<file path="src/sv/dsgm_pkg.sv">
// Shared types, constants and helpers for the dual-source gamepad merge block.
`timescale 1ns / 1ps
package dsgm_pkg;

	localparam int PORT_COUNT = 4;
	localparam int PIDX_W     = (PORT_COUNT > 1) ? $clog2(PORT_COUNT) : 1;
	localparam int PORT_CMP_W = 5;

	localparam logic [2:0] OP_SET_TOUCH = 3'd0;
	localparam logic [2:0] OP_SET_CTRL  = 3'd1;
	localparam logic [2:0] OP_CLR_PORT  = 3'd2;
	localparam logic [2:0] OP_CLR_TOUCH = 3'd3;
	localparam logic [2:0] OP_CLR_CTRL  = 3'd4;
	localparam logic [2:0] OP_READ      = 3'd5;
	localparam logic [2:0] OP_CONSUME   = 3'd6;

	localparam logic SRC_TOUCH = 1'b0;
	localparam logic SRC_CTRL  = 1'b1;

	typedef enum logic [2:0] {
		K_SET,
		K_CLR_PORT,
		K_CLR_SRC,
		K_READ,
		K_CONSUME,
		K_READ_ZERO
	} kind_t;

	// one source of one port
	typedef struct packed {
		logic             online;
		logic [15:0]      button;
		logic [15:0]      latch;
		logic [3:0][7:0]  stick;
		logic [3:0][7:0]  level;
	} src_t;

	typedef struct packed {
		kind_t            kind;
		logic [1:0]       port;
		logic             src;
		logic             online;
		logic [15:0]      button;
		logic [3:0][7:0]  stick;
		logic [3:0][7:0]  level;
	} cmd_t;

	typedef struct packed {
		logic valid;
		cmd_t cmd;
	} cmd_req_t;

	typedef struct packed {
		logic             connected;
		logic [15:0]      button;
		logic [3:0][7:0]  stick;
		logic [3:0][7:0]  level;
	} res_t;

	// magnitude of a two's complement byte; -128 gives 8'h80 = 128
	function automatic logic [7:0] mag8(input logic [7:0] v);
		return v[7] ? (8'd0 - v) : v;
	endfunction

endpackage

</file>
<file path="src/sv/dsgm_front.sv">
// Front end: decodes incoming operations and queues commands for the back end.
`timescale 1ns / 1ps
module dsgm_front (
	input  logic                clk,
	input  logic                arst_n,
	input  logic                push,
	output logic                full,
	input  logic [2:0]          operation,
	input  logic [1:0]          port,
	input  logic                source_connected,
	input  logic [15:0]         button,
	input  logic [3:0][7:0]     stick,
	input  logic [3:0][7:0]     level,
	output dsgm_pkg::cmd_req_t  req,
	input  logic                take
);
	import dsgm_pkg::*;

	cmd_t       cmd;
	logic       keep;
	logic       port_ok;
	cmd_t       q_q [2];
	logic       wr_q;
	logic       rd_q;
	logic [1:0] cnt_q;
	logic       wr_en;
	logic       rd_en;

	assign port_ok = PORT_CMP_W'(port) < PORT_CMP_W'(PORT_COUNT);

	always_comb begin
		cmd.kind   = K_READ_ZERO;
		cmd.port   = port;
		cmd.src    = SRC_TOUCH;
		cmd.online = source_connected;
		cmd.button = button;
		cmd.stick  = stick;
		cmd.level  = level;
		keep       = 1'b0;
		case (operation)
			OP_SET_TOUCH, OP_SET_CTRL: begin
				cmd.kind = K_SET;
				cmd.src  = (operation == OP_SET_CTRL) ? SRC_CTRL : SRC_TOUCH;
				keep     = port_ok;
			end
			OP_CLR_PORT: begin
				cmd.kind = K_CLR_PORT;
				keep     = port_ok;
			end
			OP_CLR_TOUCH, OP_CLR_CTRL: begin
				cmd.kind = K_CLR_SRC;
				cmd.src  = (operation == OP_CLR_CTRL) ? SRC_CTRL : SRC_TOUCH;
				keep     = port_ok;
			end
			OP_READ: begin
				cmd.kind = port_ok ? K_READ : K_READ_ZERO;
				keep     = 1'b1;
			end
			OP_CONSUME: begin
				cmd.kind = port_ok ? K_CONSUME : K_READ_ZERO;
				keep     = 1'b1;
			end
			default: keep = 1'b0;
		endcase
	end

	// ops with no effect and no result are dropped on transfer
	assign full  = (cnt_q == 2'd2);
	assign wr_en = push && !full && keep;
	assign rd_en = take && (cnt_q != 2'd0);

	assign req.valid = (cnt_q != 2'd0);
	assign req.cmd   = q_q[rd_q];

	always_ff @(posedge clk) begin
		if (wr_en) begin
			q_q[wr_q] <= cmd;
		end
	end

	always_ff @(posedge clk or negedge arst_n) begin
		if (!arst_n) begin
			wr_q  <= 1'b0;
			rd_q  <= 1'b0;
			cnt_q <= 2'd0;
		end else begin
			if (wr_en) begin
				wr_q <= ~wr_q;
			end
			if (rd_en) begin
				rd_q <= ~rd_q;
			end
			case ({wr_en, rd_en})
				2'b10:   cnt_q <= cnt_q + 2'd1;
				2'b01:   cnt_q <= cnt_q - 2'd1;
				default: cnt_q <= cnt_q;
			endcase
		end
	end

endmodule

</file>
<file path="src/sv/dsgm_back.sv">
// Back end: per-port source state, command execution, merge and result queue.
`timescale 1ns / 1ps
module dsgm_back (
	input  logic                clk,
	input  logic                arst_n,
	input  dsgm_pkg::cmd_req_t  req,
	output logic                take,
	output logic                empty,
	input  logic                pop,
	output dsgm_pkg::res_t      result
);
	import dsgm_pkg::*;

	src_t              st_q [PORT_COUNT][2];
	res_t              res_q [2];
	logic              rwr_q;
	logic              rrd_q;
	logic [1:0]        rcnt_q;
	logic [PIDX_W-1:0] idx;
	src_t              t_src;
	src_t              c_src;
	src_t              set_src;
	res_t              merged;
	logic [3:0][7:0]   ts;
	logic [3:0][7:0]   cs;
	logic [3:0][7:0]   tl;
	logic [3:0][7:0]   cl;
	logic              produce;
	logic              room;
	logic              res_wr;
	logic              res_rd;

	assign idx   = PIDX_W'(req.cmd.port);
	assign t_src = st_q[idx][SRC_TOUCH];
	assign c_src = st_q[idx][SRC_CTRL];

	always_comb begin
		ts = t_src.online ? t_src.stick : '0;
		tl = t_src.online ? t_src.level : '0;
		cs = c_src.online ? c_src.stick : '0;
		cl = c_src.online ? c_src.level : '0;
		merged.connected = 1'b1;
		merged.button = (t_src.online ? t_src.button : 16'd0)
			| (c_src.online ? c_src.button : 16'd0)
			| t_src.latch | c_src.latch;
		for (int l = 0; l < 4; l++) begin
			// tie goes to touch
			merged.stick[l] = (mag8(cs[l]) > mag8(ts[l])) ? cs[l] : ts[l];
			merged.level[l] = (tl[l] > cl[l]) ? tl[l] : cl[l];
		end
		if (!(t_src.online || c_src.online) || req.cmd.kind == K_READ_ZERO) begin
			merged = '0;
		end
	end

	always_comb begin
		set_src        = st_q[idx][req.cmd.src];
		set_src.latch  = set_src.latch | (req.cmd.button & ~set_src.button);
		set_src.button = req.cmd.button;
		set_src.online = req.cmd.online;
		set_src.stick  = req.cmd.stick;
		set_src.level  = req.cmd.level;
	end

	assign produce = req.cmd.kind inside {K_READ, K_CONSUME, K_READ_ZERO};
	assign room    = (rcnt_q != 2'd2) || pop;
	assign take    = req.valid && room;
	assign res_wr  = take && produce;
	assign res_rd  = pop && (rcnt_q != 2'd0);

	always_ff @(posedge clk or negedge arst_n) begin
		if (!arst_n) begin
			for (int p = 0; p < PORT_COUNT; p++) begin
				st_q[p][0] <= '0;
				st_q[p][1] <= '0;
			end
		end else if (take) begin
			case (req.cmd.kind)
				K_SET: st_q[idx][req.cmd.src] <= set_src;
				K_CLR_PORT: begin
					st_q[idx][SRC_TOUCH] <= '0;
					st_q[idx][SRC_CTRL]  <= '0;
				end
				K_CLR_SRC: st_q[idx][req.cmd.src] <= '0;
				K_CONSUME: begin
					st_q[idx][SRC_TOUCH].latch <= 16'd0;
					st_q[idx][SRC_CTRL].latch  <= 16'd0;
				end
				default: ;
			endcase
		end
	end

	always_ff @(posedge clk) begin
		if (res_wr) begin
			res_q[rwr_q] <= merged;
		end
	end

	always_ff @(posedge clk or negedge arst_n) begin
		if (!arst_n) begin
			rwr_q  <= 1'b0;
			rrd_q  <= 1'b0;
			rcnt_q <= 2'd0;
		end else begin
			if (res_wr) begin
				rwr_q <= ~rwr_q;
			end
			if (res_rd) begin
				rrd_q <= ~rrd_q;
			end
			case ({res_wr, res_rd})
				2'b10:   rcnt_q <= rcnt_q + 2'd1;
				2'b01:   rcnt_q <= rcnt_q - 2'd1;
				default: rcnt_q <= rcnt_q;
			endcase
		end
	end

	assign empty  = (rcnt_q == 2'd0);
	assign result = res_q[rrd_q];

endmodule

</file>
<file path="src/sv/dual_source_gamepad_merge.sv">
// Top level of the dual-source gamepad merge: front decoder, command queue, back end.
// A read or consume command waits in the command queue; its result enters the result
// queue when the back end takes the command.
// Throughput: one item per cycle while the result queue has room or is being popped.
// Command queue and result queue are 2 deep each; full rises only when both slots hold.
// Reset (arst_n low, asynchronous): all sources disconnected, values and latches zero,
// both queues empty. No clearing pass is needed.
`timescale 1ns / 1ps
module dual_source_gamepad_merge (
	input  logic              clk,
	input  logic              arst_n,
	input  logic              push,
	output logic              full,
	input  logic [2:0]        operation,
	input  logic [1:0]        port,
	input  logic              source_connected,
	input  logic [15:0]       button,
	input  logic signed [7:0] stick_x,
	input  logic signed [7:0] stick_y,
	input  logic signed [7:0] cstick_x,
	input  logic signed [7:0] cstick_y,
	input  logic [7:0]        trig_l,
	input  logic [7:0]        trig_r,
	input  logic [7:0]        press_a,
	input  logic [7:0]        press_b,
	output logic              empty,
	input  logic              pop,
	output logic              merged_connected,
	output logic [15:0]       merged_button,
	output logic signed [7:0] merged_stick_x,
	output logic signed [7:0] merged_stick_y,
	output logic signed [7:0] merged_cstick_x,
	output logic signed [7:0] merged_cstick_y,
	output logic [7:0]        merged_trig_l,
	output logic [7:0]        merged_trig_r,
	output logic [7:0]        merged_press_a,
	output logic [7:0]        merged_press_b
);
	import dsgm_pkg::*;

	cmd_req_t        req;
	logic            take;
	res_t            result;
	logic [3:0][7:0] stick;
	logic [3:0][7:0] level;

	assign stick = {cstick_y, cstick_x, stick_y, stick_x};
	assign level = {press_b, press_a, trig_r, trig_l};

	dsgm_front u_front (
		.clk              (clk),
		.arst_n           (arst_n),
		.push             (push),
		.full             (full),
		.operation        (operation),
		.port             (port),
		.source_connected (source_connected),
		.button           (button),
		.stick            (stick),
		.level            (level),
		.req              (req),
		.take             (take)
	);

	dsgm_back u_back (
		.clk    (clk),
		.arst_n (arst_n),
		.req    (req),
		.take   (take),
		.empty  (empty),
		.pop    (pop),
		.result (result)
	);

	assign merged_connected = result.connected;
	assign merged_button    = result.button;
	assign merged_stick_x   = result.stick[0];
	assign merged_stick_y   = result.stick[1];
	assign merged_cstick_x  = result.stick[2];
	assign merged_cstick_y  = result.stick[3];
	assign merged_trig_l    = result.level[0];
	assign merged_trig_r    = result.level[1];
	assign merged_press_a   = result.level[2];
	assign merged_press_b   = result.level[3];

endmodule

</file>
<file path="config.mk">
export PLATFORM = sky130hd
export DESIGN_NAME = dual_source_gamepad_merge
export DESIGN_NICKNAME = d
export VERILOG_FILES = /design/src/sv/dsgm_pkg.sv /design/src/sv/dsgm_front.sv /design/src/sv/dsgm_back.sv /design/src/sv/dual_source_gamepad_merge.sv
export SDC_FILE = /design/constraint.sdc
export NUM_CORES = 2
export LEC_CHECK = 0
export ABC_AREA = 1
export BUFFER_PORTS_ARGS = -buffer_cell sky130_fd_sc_hd__buf_2
export CAP_MARGIN = 10
export CORE_UTILIZATION = 45
export CTS_BUF_LIST = sky130_fd_sc_hd__clkbuf_8
export CTS_CLUSTER_SIZE = 40
export DETAILED_ROUTE_END_ITERATION = 6
export PLACE_DENSITY = 0.68
export REMOVE_ABC_BUFFERS = 1
export SYNTH_ARGS = -nofsm -noshare
export SYNTH_HDL_FRONTEND = slang
export SYNTH_SLANG_ARGS = --single-unit
export TNS_END_PERCENT = 1
</file>
<file path="constraint.sdc">
create_clock -name clk -period 5.76 [get_ports clk]
set_input_delay 1.728 -clock clk [delete_from_list [all_inputs] [get_ports clk]]
set_output_delay 1.728 -clock clk [all_outputs]
set_load 0.05 [all_outputs]
</file>
Word level (Yosys, flattened, before mapping)
Memories as Yosys holds them, arrays and structs flattened. Index checks and enable logic that the tools add are counted.

Add/subtract/negate cells: 12. Reduce and logical (&&, ||, !) cells: 26. Bitwise logic cells: 18. Mux-type cells: 56. Equal/unequal tests: 17. Magnitude comparators: 12.

Operators by type and width (number): 776-bit case mux with 4 select lines (1); 776-bit bitwise AND (3); 776-bit bitwise mux (3); 776-bit inverter (3); 194-bit demux with 2-bit select (5); 194-bit two-way mux (4); 194-bit binary-select mux with 2-bit select (1); 96-bit two-way mux (3); 97-bit two-way mux (2); 177-bit two-way mux (1); 32-bit two-way mux (4); 8-bit two-way mux (16); 97-bit demux with 1-bit select (1); 81-bit two-way mux (1); 80-bit two-way mux (1); 8-bit > comparator (8); 16-bit OR (4); 1-bit by 8-bit subtractor with 8-bit output, first input constant (8); 16-bit two-way mux (2); 16-bit bitwise AND (1); 16-bit inverter (1); 3-bit equality test, second input constant (5); 3-bit case mux with 5 select lines (1); 3-bit by 2-bit equality test with 1-bit output, second input constant (4); other kinds (27) (58).

Logic and storage cells: 237. Memories kept: 2. Bits in writable memories: 336. Flip-flop bits (word level): 784.

Memories: u_front.q_q (depth 2, bits a word 87, read ports 1, clocked after memory_dff 0, wr ports 1, RTL line dsgm_front.sv:22) `cmd_t q_q [2];`; u_back.res_q (depth 2, bits a word 81, read ports 1, clocked after memory_dff 0, wr ports 1, RTL line dsgm_back.sv:15) `res_t res_q [2];`.

Depth between registers and ports, before layout
An unclocked memory read counts as a cell.

Word-level depth: 13. Gate-level depth with buffers: 31. Mapped depth without buffers: 26.

Cells and area by module
Synthesis repeated with hierarchy kept, for this count alone.

Cells, all modules: 6295. Area, all modules: 52285.1 µm².

By module, submodules not included: dsgm_back (area an instance 45676.3 µm², cells an instance 5799, instances 1); dsgm_front (area an instance 6608.8 µm², cells an instance 496, instances 1).

Worst setup path after synthesis
Ideal clock, no wire load.

Path kind: input to register. Start point: in operation[1]. End point: mem u_front.q_q[0][0] (netlist name), enable pin. Stages: 5. Setup time: 534 ps. Path slack: -446 ps. Path buffers: 0. Arrival: 5673 ps. Cells stage by stage: nand2_1 > inv_1 > nand2_1 > nand3b_1 > nor2_1.

Cells in the longest elaborated chain, start to end: 6. Elaborated cells between the ends (all ways): 12. Those cells by class: eq/ne (6); mux (3); reduce/logical (3).

RTL lines: from (decl) (RTL line dual_source_gamepad_merge.sv:14) `input logic [2:0] operation,`; 3-bit by 2-bit equality test with 1-bit output (tied with other cells) (RTL line dsgm_front.sv:40) `case (operation)`; 7-bit OR reduction (no source line) (*); 1-bit two-way mux (*) (RTL line dsgm_front.sv:40); 1-bit logical AND (*) (RTL line dsgm_front.sv:69) `assign wr_en = push && !full && keep;`; 1-bit two-way mux (*) (RTL line dsgm_front.sv:76) `if (wr_en) begin`; 1-bit two-way mux (not written as such) (*) (RTL line dsgm_front.sv:77) `q_q[wr_q] <= cmd;`; to (decl) (RTL line dsgm_front.sv:22).

Every way passes the cells marked *; elsewhere a longest branch is shown, timed or not.

==> impl_results.md <==
* Synthesis-to-finish area growth at 12.1%
* Clock edge transition at the registers on the reported setup and hold paths at 0.06 ns
* Part of the Yosys area used for sequential elements at 0.587
* Estimated wirelength of the detail-placed design at 90000 um
* Gate count of the mapped netlist at 5552
* Clock latency of the later-clocked register in the worst-skew pair at 0.87 ns
* Min Clock Period, post-route at roughly 5.3 ns
* Met3 track utilization from global routing at 0.0541
* Slew HR at 0.203
* Ys flop type: dfrtp_1
* IO Count at 173
* Critical path arrival at 5.98 ns
* Number of global-route vias before repair at 40500
* Y dimension of the die at 337 um
* Max-cap violations at 0
* Async set-reset flop share out of synthesis at 0.700
* Crit path capture type: flop
* Fmax at approximately 190 MHz
* Count of yosys warnings during synthesis at 0
* Critical-path cell list: o21ai_4 -> nand3_1 -> nand2_4 -> nand4_1 -> ha_1 -> nand3_1 -> nand2_1 -> o21ai_0 -> inv_1 -> ha_1 -> nand4_1 -> inv_1 -> nand2_1 -> a21oi_1 -> o21ai_0 -> a21oi_1
* Effective utilization at floorplan at 0.456
* Worst Hold Slack at roughly 0.47 ns
* Type of the setup path with the least slack: reg -> reg
* Number of different library cells in the post-synthesis netlist at 50
* Detailed-router iteration count before antenna repair at 7
* Mapped Avg Cell Area at 9.11 um^2
* Number of clock buffers inserted by TritonCTS at 183
* Total Nets Final at 5870
* Synth Register Bits at between 1000 and 1500
* Total track usage at 0.273
* Die area at 114000 um^2
* Hold Vio Cnt, Final at 0
* Post-detailed-route wirelength per cell at 21.1 um
* H-tree level count at 4
* Initial antenna violation count at 5
* Finish-stage setup viols at 0
* Final antenna-violating net count at 0
* Worst Tran Pin Value at 1.19 ns
* FF-to-FF setup slack at 0.48 ns
* CP Launch Type: flop
* First DRT Iteration DRCs at 4687
* Count of input and output buffers at 172
* Final weighted congestion in routability-driven placement at 0.890
* Library cell occupying the most area in the post-synthesis netlist: dfrtp_1
* Required time at the worst-slack endpoint at 6.46 ns
* Wire length of the first global-routing pass at 239000 um
* Fill cell instance count of the final layout at 10300
* Via density per instance at about 5.7
* Busiest metal layer after global routing: met2
* Share of post-route cells with drive strength above 1 at 0.109
* Die width at 337 um
* CTS tree: yes
* Commonest cells in the netlist: nand2_1, dfrtp_1, nor2_1, o21ai_0, o21ai_1
* Via count of the routed design at 41600
* Cell row count at between 100 and 150
* Resize count post-CTS at 0
* Yosys top cell area share at 0.388
* Critical path peak fanout at 34
* Unrepaired setup endpoints after global routing: false
* Status: finished, violations left
* Global-route congestion overflow total at 0
* Wire length reported by the detailed router at 155000 um
* Max Buffers Root-to-Sink at 3
* # Post-CTS Setup Buffers at 0
* Clock tree sinks at 1120
* Violated checks: design-rule violations
* Post-Syn Area at 50600 um^2
* GR met2 Demand/Resource at 0.429
* Number of remaining DRC errors at 1
* Reg-to-reg startpoint: u_front.rd_q$_DFFE_PN0P_
* Tightest Hold Check Type: reg -> reg
* Part of the cycle the worst path needs at 0.917
* Cell depth of the worst flop-to-flop path at 16
* Depth of the worst hold-timing path at 2
* Reg2reg end: u_back.res_q[1][61]$_DFFE_PP_
* Clock tree root buffer cell: clkbuf_8
* Maximum number of pins on one net before global-route repair at 136
* Most common cell in the netlist: nand2_1
* Ranking of synthesized cells by area: dfrtp_1, edfxtp_1, nand2_1
* Skew final at 0.0469 ns
* Hold buffer count at CTS at 0
* Setup TNS Final at 0 ns
* Met1 routing resource usage after global routing at 0.370
* Area of the core region at between 100000 and 150000 um^2
* Critical Path Max Stage Delay at 0.78 ns
* Pins Over Slew Limit at 0
* Number of enable flip-flop cells after synthesis at approximately 340
* Slowest-stage cell, CP: o21ai_4
-- final cells by class --
cell class / count / area, um^2 / area share
multi-input combinational: 3864 / 18600 / 0.328
sequential: 1120 / 29700 / 0.524
tap: 1488 / 1860 / 0.0328
antenna: 1 / 2.50 / 0.0000441
inverter: 267 / 1010 / 0.0179
clock buffer: 216 / 2970 / 0.0524
timing repair buffer: 270 / 1830 / 0.0323
clock inverter: 129 / 731 / 0.0129
-- kinds of logic after synthesis --
| group | Yosys count | share of synthesized area |
|---|---|---|
| multiplexers | 65 | 0.0129 |
| adder cells (fa/ha/maj) | 74 | 0.0183 |
| AND/OR/NAND/NOR | 2606 | 0.208 |
| flip-flops | 1120 | 0.587 |
| XOR/XNOR | 9 | 0.00156 |
| AO/OA/AOI/OAI | 1110 | 0.123 |
| buffers and inverters | 568 | 0.0486 |
-- placed cells by master (no fill, tap or decap), types with 4 or more instances in the layout --
cell type | netlist | routed
or2_2 | 38 | 38
o211ai_1 | 14 | 14
o21ai_2 | 9 | 9
nand4_1 | 24 | 24
nand2_2 | 11 | 7
a21oi_1 | 68 | 68
nand2_4 | 3 | 16
nand2_1 | 1826 | 1817
a22oi_1 | 55 | 55
inv_1 | 252 | 333
nor2_1 | 390 | 384
o2111ai_1 | 28 | 28
o22a_1 | 35 | 35
buf_4 | 8 | 80
o21ai_0 | 390 | 390
xor2_1 | 6 | 6
nor2_4 | 3 | 10
a21oi_2 | 7 | 6
o22ai_1 | 109 | 109
clkinv_8 | 0 | 6
o21ai_1 | 381 | 381
inv_2 | 14 | 9
dfrtp_1 | 784 | 782
ha_1 | 74 | 74
clkinv_2 | 0 | 19
nand3_1 | 247 | 246
inv_6 | 1 | 6
edfxtp_1 | 336 | 336
nand3b_1 | 10 | 10
clkbuf_8 | 0 | 216
bufinv_16 | 0 | 4
nor3_1 | 35 | 35
buf_2 | 159 | 171
buf_12 | 0 | 18
nor4_1 | 4 | 4
mux2i_1 | 65 | 65
clkinv_1 | 0 | 16
nor3_4 | 7 | 7
-- stage by stage --
step	utilization	std cells	cell area (um^2)	worst slack, ns
after floorplan	-	5251	49100	-3.40
after global placement	0.478	7009	53000	0.547
after detailed placement	0.478	7009	53000	0.481
after CTS	0.511	7354	56700	0.454
after global routing	0.511	7355	56700	0.0346
final	0.511	7355	56700	0.476
-- worst max-delay path by stage --
stage	start	end	slack, ns	depth (start not counted)
5_1_grt	u_front.rd_q$_DFFE_PN0P_	u_back.res_q[0][63]$_DFFE_PP_	0.03	19
4_1_cts	u_front.rd_q$_DFFE_PN0P_	u_back.res_q[1][61]$_DFFE_PP_	0.45	16
2_1_floorplan	u_front.rd_q$_DFFE_PN0P_	u_back.res_q[0][61]$_DFFE_PP_	-3.40	16
3_3_place_gp	u_front.rd_q$_DFFE_PN0P_	u_back.res_q[0][45]$_DFFE_PP_	0.55	17
6_report	u_front.rd_q$_DFFE_PN0P_	u_back.res_q[1][61]$_DFFE_PP_	0.48	16
3_5_place_dp	u_front.rd_q$_DFFE_PN0P_	u_back.res_q[1][61]$_DFFE_PP_	0.48	16
-- metal layers --
layer | share of wire | up-vias
li1 | - | 19000
met3 | 0.092 | 397
met5 | 0.00033 | -
met4 | 0.037 | 6
met2 | 0.46 | 1989
met1 | 0.41 | 20200
-- worst max-delay path, delay by kind of cell (launching register included) --
| family | cells | cell delay [ns] |
|---|---|---|
| AOI/OAI and AO/OA | 5 | 2.15 |
| adders and majority gates | 2 | 0.63 |
| and+or+nand+nor | 7 | 1.51 |
| DFF | 1 | 0.65 |
| buffers and inverters | 2 | 0.16 |
Power is left out: the tool's default activity adds up to more than one toggle a clock period on the data nets, which glitch-free logic cannot reach.
